===== src/design/tto_pkg.sv =====
// tto_pkg: action, unit and status codes, register indexes and the
// divider constants for the tick timeout checker.
// No dependencies; used by tto_watch and tick_timeout_checker.
package tto_pkg;

   localparam int unsigned DATA_WIDTH      = 32;
   localparam int unsigned CSR_INDEX_WIDTH = 1;

   localparam logic [1:0] ACTION_ADD   = 2'd0;
   localparam logic [1:0] ACTION_START = 2'd1;
   localparam logic [1:0] ACTION_CHECK = 2'd2;

   localparam logic [1:0] UNITS_TICKS = 2'd0;
   localparam logic [1:0] UNITS_USEC  = 2'd1;
   localparam logic [1:0] UNITS_MSEC  = 2'd2;
   localparam logic [1:0] UNITS_SEC   = 2'd3;

   localparam logic [1:0] STATUS_OK          = 2'd0;
   localparam logic [1:0] STATUS_TIMEOUT     = 2'd1;
   localparam logic [1:0] STATUS_NOT_RUNNING = 2'd2;

   localparam logic [CSR_INDEX_WIDTH-1:0] CSR_TIME_BASE        = 1'd0;
   localparam logic [CSR_INDEX_WIDTH-1:0] CSR_INVOCATION_LIMIT = 1'd1;

   localparam logic [DATA_WIDTH-1:0] TIME_BASE_DEFAULT = 32'd1;
   localparam logic [DATA_WIDTH-1:0] LIMIT_DEFAULT     = 32'd1000000;

   // x / 1000 = (x * MAGIC_MSEC) >> 38, x / 1000000 = (x * MAGIC_SEC) >> 50,
   // exact for every 32-bit x
   localparam logic [DATA_WIDTH-1:0] MAGIC_MSEC = 32'd274877907;
   localparam logic [DATA_WIDTH-1:0] MAGIC_SEC  = 32'd1125899907;
   localparam int unsigned SHIFT_MSEC = 38;
   localparam int unsigned SHIFT_SEC  = 50;

   typedef struct packed {
      logic                  scale;
      logic [1:0]            base_status;
      logic [DATA_WIDTH-1:0] tick_count;
      logic [DATA_WIDTH-1:0] elapsed;
   } watch_type;

   typedef struct packed {
      watch_type             watch;
      logic [1:0]            units;
      logic [DATA_WIDTH-1:0] timeout_time;
   } stage_type;

endpackage


===== src/design/tto_watch.sv =====
// tto_watch: tick counter, start mark and stall watchdog state.
// Updates state on each accepted request and reports the per-request view.
// Depends on tto_pkg.
module tto_watch (
   input  logic                             clock,
   input  logic                             reset,
   input  logic                             accept,
   input  logic [1:0]                       action,
   input  logic [tto_pkg::DATA_WIDTH-1:0]   tick_amount,
   input  logic [tto_pkg::DATA_WIDTH-1:0]   invocation_limit,
   output tto_pkg::watch_type               watch
);

   logic [tto_pkg::DATA_WIDTH-1:0] tick_count_ff, tick_count_in;
   logic [tto_pkg::DATA_WIDTH-1:0] start_mark_ff, start_mark_in;
   logic [tto_pkg::DATA_WIDTH-1:0] last_seen_ff, last_seen_in;
   logic [tto_pkg::DATA_WIDTH-1:0] stall_checks_ff, stall_checks_in;
   logic [tto_pkg::DATA_WIDTH-1:0] stall_next;
   logic                           stalled;

   assign stall_next = (last_seen_ff == tick_count_ff) ? stall_checks_ff + 32'd1 : '0;
   assign stalled    = stall_next > invocation_limit;

   always_comb begin
      tick_count_in   = tick_count_ff;
      start_mark_in   = start_mark_ff;
      last_seen_in    = last_seen_ff;
      stall_checks_in = stall_checks_ff;
      watch.scale       = 1'b0;
      watch.base_status = tto_pkg::STATUS_OK;
      watch.elapsed     = tick_count_ff - start_mark_ff;
      unique case (action)
         tto_pkg::ACTION_ADD: begin
            tick_count_in = tick_count_ff + tick_amount;
         end
         tto_pkg::ACTION_START: begin
            start_mark_in   = tick_count_ff;
            last_seen_in    = tick_count_ff;
            stall_checks_in = '0;
         end
         tto_pkg::ACTION_CHECK: begin
            stall_checks_in = stall_next;
            if (stalled) begin
               watch.base_status = tto_pkg::STATUS_NOT_RUNNING;
            end else begin
               last_seen_in = tick_count_ff;
               watch.scale  = 1'b1;
            end
         end
         default: begin
         end
      endcase
      watch.tick_count = tick_count_in;
   end

   always_ff @(posedge clock) begin
      if (reset) begin
         tick_count_ff   <= '0;
         start_mark_ff   <= '0;
         last_seen_ff    <= '0;
         stall_checks_ff <= '0;
      end else if (accept) begin
         tick_count_ff   <= tick_count_in;
         start_mark_ff   <= start_mark_in;
         last_seen_ff    <= last_seen_in;
         stall_checks_ff <= stall_checks_in;
      end
   end

endmodule


===== config.mk =====
export PLATFORM = sky130hd
export DESIGN_NAME = tto_watch
export DESIGN_NICKNAME = d
export VERILOG_FILES = /design/src/design/tto_pkg.sv /design/src/design/tto_watch.sv
export SDC_FILE = /design/constraint.sdc
export NUM_CORES = 1
export LEC_CHECK = 0
export ABC_AREA = 1
export BUFFER_PORTS_ARGS = -buffer_cell sky130_fd_sc_hd__buf_4
export CAP_MARGIN = 15
export CORE_ASPECT_RATIO = 1.5
export CORE_MARGIN = 4
export CORE_UTILIZATION = 34
export DETAILED_ROUTE_END_ITERATION = 6
export PLACE_DENSITY_LB_ADDON = 0.25
export SETUP_SLACK_MARGIN = 0.1
export SYNTH_ARGS = -nofsm -noshare
export SYNTH_HDL_FRONTEND = slang
export SYNTH_SLANG_ARGS = --single-unit

===== constraint.sdc =====
create_clock -name clock -period 5.5 [get_ports clock]
set_clock_uncertainty 0.1 [all_clocks]
set_input_delay 0 -clock clock [delete_from_list [all_inputs] [get_ports clock]]
set_output_delay 0 -clock clock [all_outputs]
set_load 0.05 [all_outputs]

==> impl_metrics.json <==
{
  "outcome": "finished clean",
  "area_delta_synth_final_pct": 16.4,
  "crit_family": "simple AND/OR/NAND/NOR gates",
  "hold_slack_ns": 0.0546,
  "drive_gt1_frac": 0.0993,
  "cpMostUsedCell": "nand2_1",
  "clk_pin_slew_worst_paths_ns": 0.06,
  "required_ns": 5.40,
  "path_cells": "inv_1, nand2_1, nand4_1, nor2_1, nand4_1, nand2b_1, nor3_1, ha_1, nand2_1, inv_1, o21ai_0, nand2_1, nor2_1, nand2_1, nand2_1, nand2_1, nand3_2, buf_4, inv_1, buf_4",
  "timing.final.max_slew_violations": 0,
  "synth_top_family_by_area": "simple AND/OR/NAND/NOR gates",
  "arrival_ns": 4.32,
  "antennaDiodeCount": 0,
  "cts_max_path_buffers": 2,
  "worstRegToRegCells": 21,
  "period_share": 0.804,
  "core_um2": 34500,
  "finalCriticalPeriod_ns": 4.42,
  "fin_nets": 2271,
  "postRouteAntennaNets": 0,
  "setup_viol": 0,
  "crit_path_start_kind": "register",
  "setup_slack_ns": 1.08,
  "pre_cts_slack_ns": 1.42,
  "clk_latency_ns": 0.44,
  "dr.pass1.iters": 5,
  "layout_common_cells": "nand2_1 (559), inv_1 (319), a21oi_1 (202), nor2_1 (174), buf_4 (143)",
  "io_buffers": 134,
  "ios": 136,
  "rows": 83,
  "yosys_register_bits": 128,
  "antenna_found_initial": 0,
  "synthAdderAreaFrac": 0.106,
  "cts_htree_levels": 4,
  "via_count": 12767,
  "cts_tree": "built",
  "worstMarginPinSlew_ns": 1.09,
  "synth_compound_area_frac": 0.150,
  "holdPathStages": 2,
  "leakage_nw": 7.06,
  "drtIter0Drc": 656,
  "grt_max_degree": 66,
  "rsz0062_at_grt": "false",
  "max_slew_margin": 0.274,
  "syn_area_um2": 11900,
  "synth_edf_count": 0,
  "crit_fanout": 65,
  "die_area_um2": 38200,
  "grt.overflow.total": 0,
  "netlist_instances": 1998,
  "synth_nets": 2167,
  "maxCapViolations": 0,
  "path_class": "register to primary output",
  "drc": 0,
  "wl_per_cell_um": 15.4,
  "crit_path_end_kind": "primary output",
  "fillers": 3874,
  "dp_hpwl_um": 31800,
  "synth-main-ff-cell": "dfxtp_1",
  "vias_per_cell": 4.94,
  "avgSynthCellArea_um2": 5.97,
  "synth_warnings": 0,
  "synthMuxAreaShare": 0,
  "fp.dieH_um": 237,
  "path_depth": 20,
  "synth_xor_area_frac": 0.0448,
  "grt_usage": 0.202,
  "final_common_cell": "nand2_1",
  "grt_pass1_wl_um": 62200,
  "grt_pass1_vias": 12246,
  "gp_congestion": 1.01,
  "critPathMaxStageDelay_ns": 0.53,
  "fp.dieW_um": 161,
  "critical_path_buf_inv_count": 5,
  "ctsResizeCount": 0,
  "yosysSeqAreaShare": 0.215,
  "synth_async_sr_flop_share": 0,
  "cts-root-buf": "clkbuf_16",
  "wirelength_um": 39700,
  "start_util": 0.346,
  "ir_drop_v": 0.000228,
  "cpMaxStageDelayCell": "buf_4",
  "powerDensity_nw_per_um2": 274,
  "hp-class": "input port to register",
  "finalHoldViolCount": 0,
  "clock_sinks": 128,
  "cts_buffers": 17,
  "fmax_ghz": 0.226,
  "setup_tns_ns": 0,
  "finalPower_mw": 3.80,
  "yosys.area_share.simple": 0.353,
  "ys_types": 51
}
-- synthesized netlist by cell type (11+ instances only) --
library cell / n / area share
ha_1: 98 / 0.10
o21ai_0: 83 / 0.035
xnor2_1: 33 / 0.024
clkbuf_1: 32 / 0.010
a31oi_1: 11 / 0.0058
nor2_1: 175 / 0.055
and3_1: 12 / 0.0063
nand2_1: 559 / 0.18
xor2_1: 28 / 0.021
nand3_1: 125 / 0.052
dfxtp_1: 128 / 0.21
a21oi_1: 202 / 0.085
nor3_1: 21 / 0.0088
nand4_1: 40 / 0.021
buf_2: 12 / 0.0050
inv_1: 319 / 0.10
-- repair_timing --
| item | in CTS | in global routing |
|---|---|---|
| buffers inserted | 0 | 0 |
| endpoints found under the hold margin | 21 | 0 |
| hold buffers | 3 | 0 |
-- registers in the layout (all words and copies together), names as in the netlist --
name	count
start_mark_ff	32
tick_count_ff	32
last_seen_ff	32
stall_checks_ff	32
-- where the power goes --
part           switching, mW  total (mW)  internal (mW)
clock                  0.494        1.14          0.649
sequential            0.0507        1.03          0.974
combinational           1.13        1.63          0.500
total                   1.68        3.80           2.12
-- area by class of cell --
cell class | instances | area [µm²] | share of cell area
Clock buffer | 18 | 439 | 0.0317
Clock inverter | 14 | 148 | 0.0106
Inverter | 326 | 1220 | 0.0882
Multi-Input combinational cell | 1483 | 7810 | 0.563
Sequential cell | 128 | 2560 | 0.185
Tap cell | 467 | 584 | 0.0421
Timing Repair Buffer | 146 | 1100 | 0.0795
-- metrics by stage --
stage / utilization / instance area [µm²] / std cells
6_report: 0.402 / 13900 / 2582
5_1_grt: 0.402 / 13900 / 2582
4_1_cts: 0.402 / 13900 / 2582
3_5_place_dp: 0.384 / 13300 / 2547
3_3_place_gp: 0.384 / 13300 / 2547
2_1_floorplan: - / 11900 / 1998
-- path summary, 6_finish.rpt --
| kind | slack, ns | start | end |
|---|---|---|---|
| max | 1.08 | tick_count_ff[25] | watch[65] |
| min | 0.05 | reset | stall_checks_ff[8] |
| max reg2reg | 1.43 | tick_count_ff[25] | last_seen_ff[28] |
| min reg2reg | 0.36 | start_mark_ff[17] | start_mark_ff[17] |
-- cells by family after synthesis --
group                    Yosys count
adder cells (fa/ha/maj)          100
flip-flops                       128
AO/OA/AOI/OAI                    337
buffers and inverters            387
AND/OR/NAND/NOR                  984
other                              1
XOR/XNOR                          61
-- metal layers --
metal | up-vias | part of all wire | GRT usage
li1 | 6619 | - | -
met1 | 5720 | 0.39 | 0.217
met2 | 333 | 0.52 | 0.385
met3 | 95 | 0.041 | 0.0271
met4 | 0 | 0.048 | 0.101
met5 | - | 0 | 0
Power figures use the tool's default switching activity.
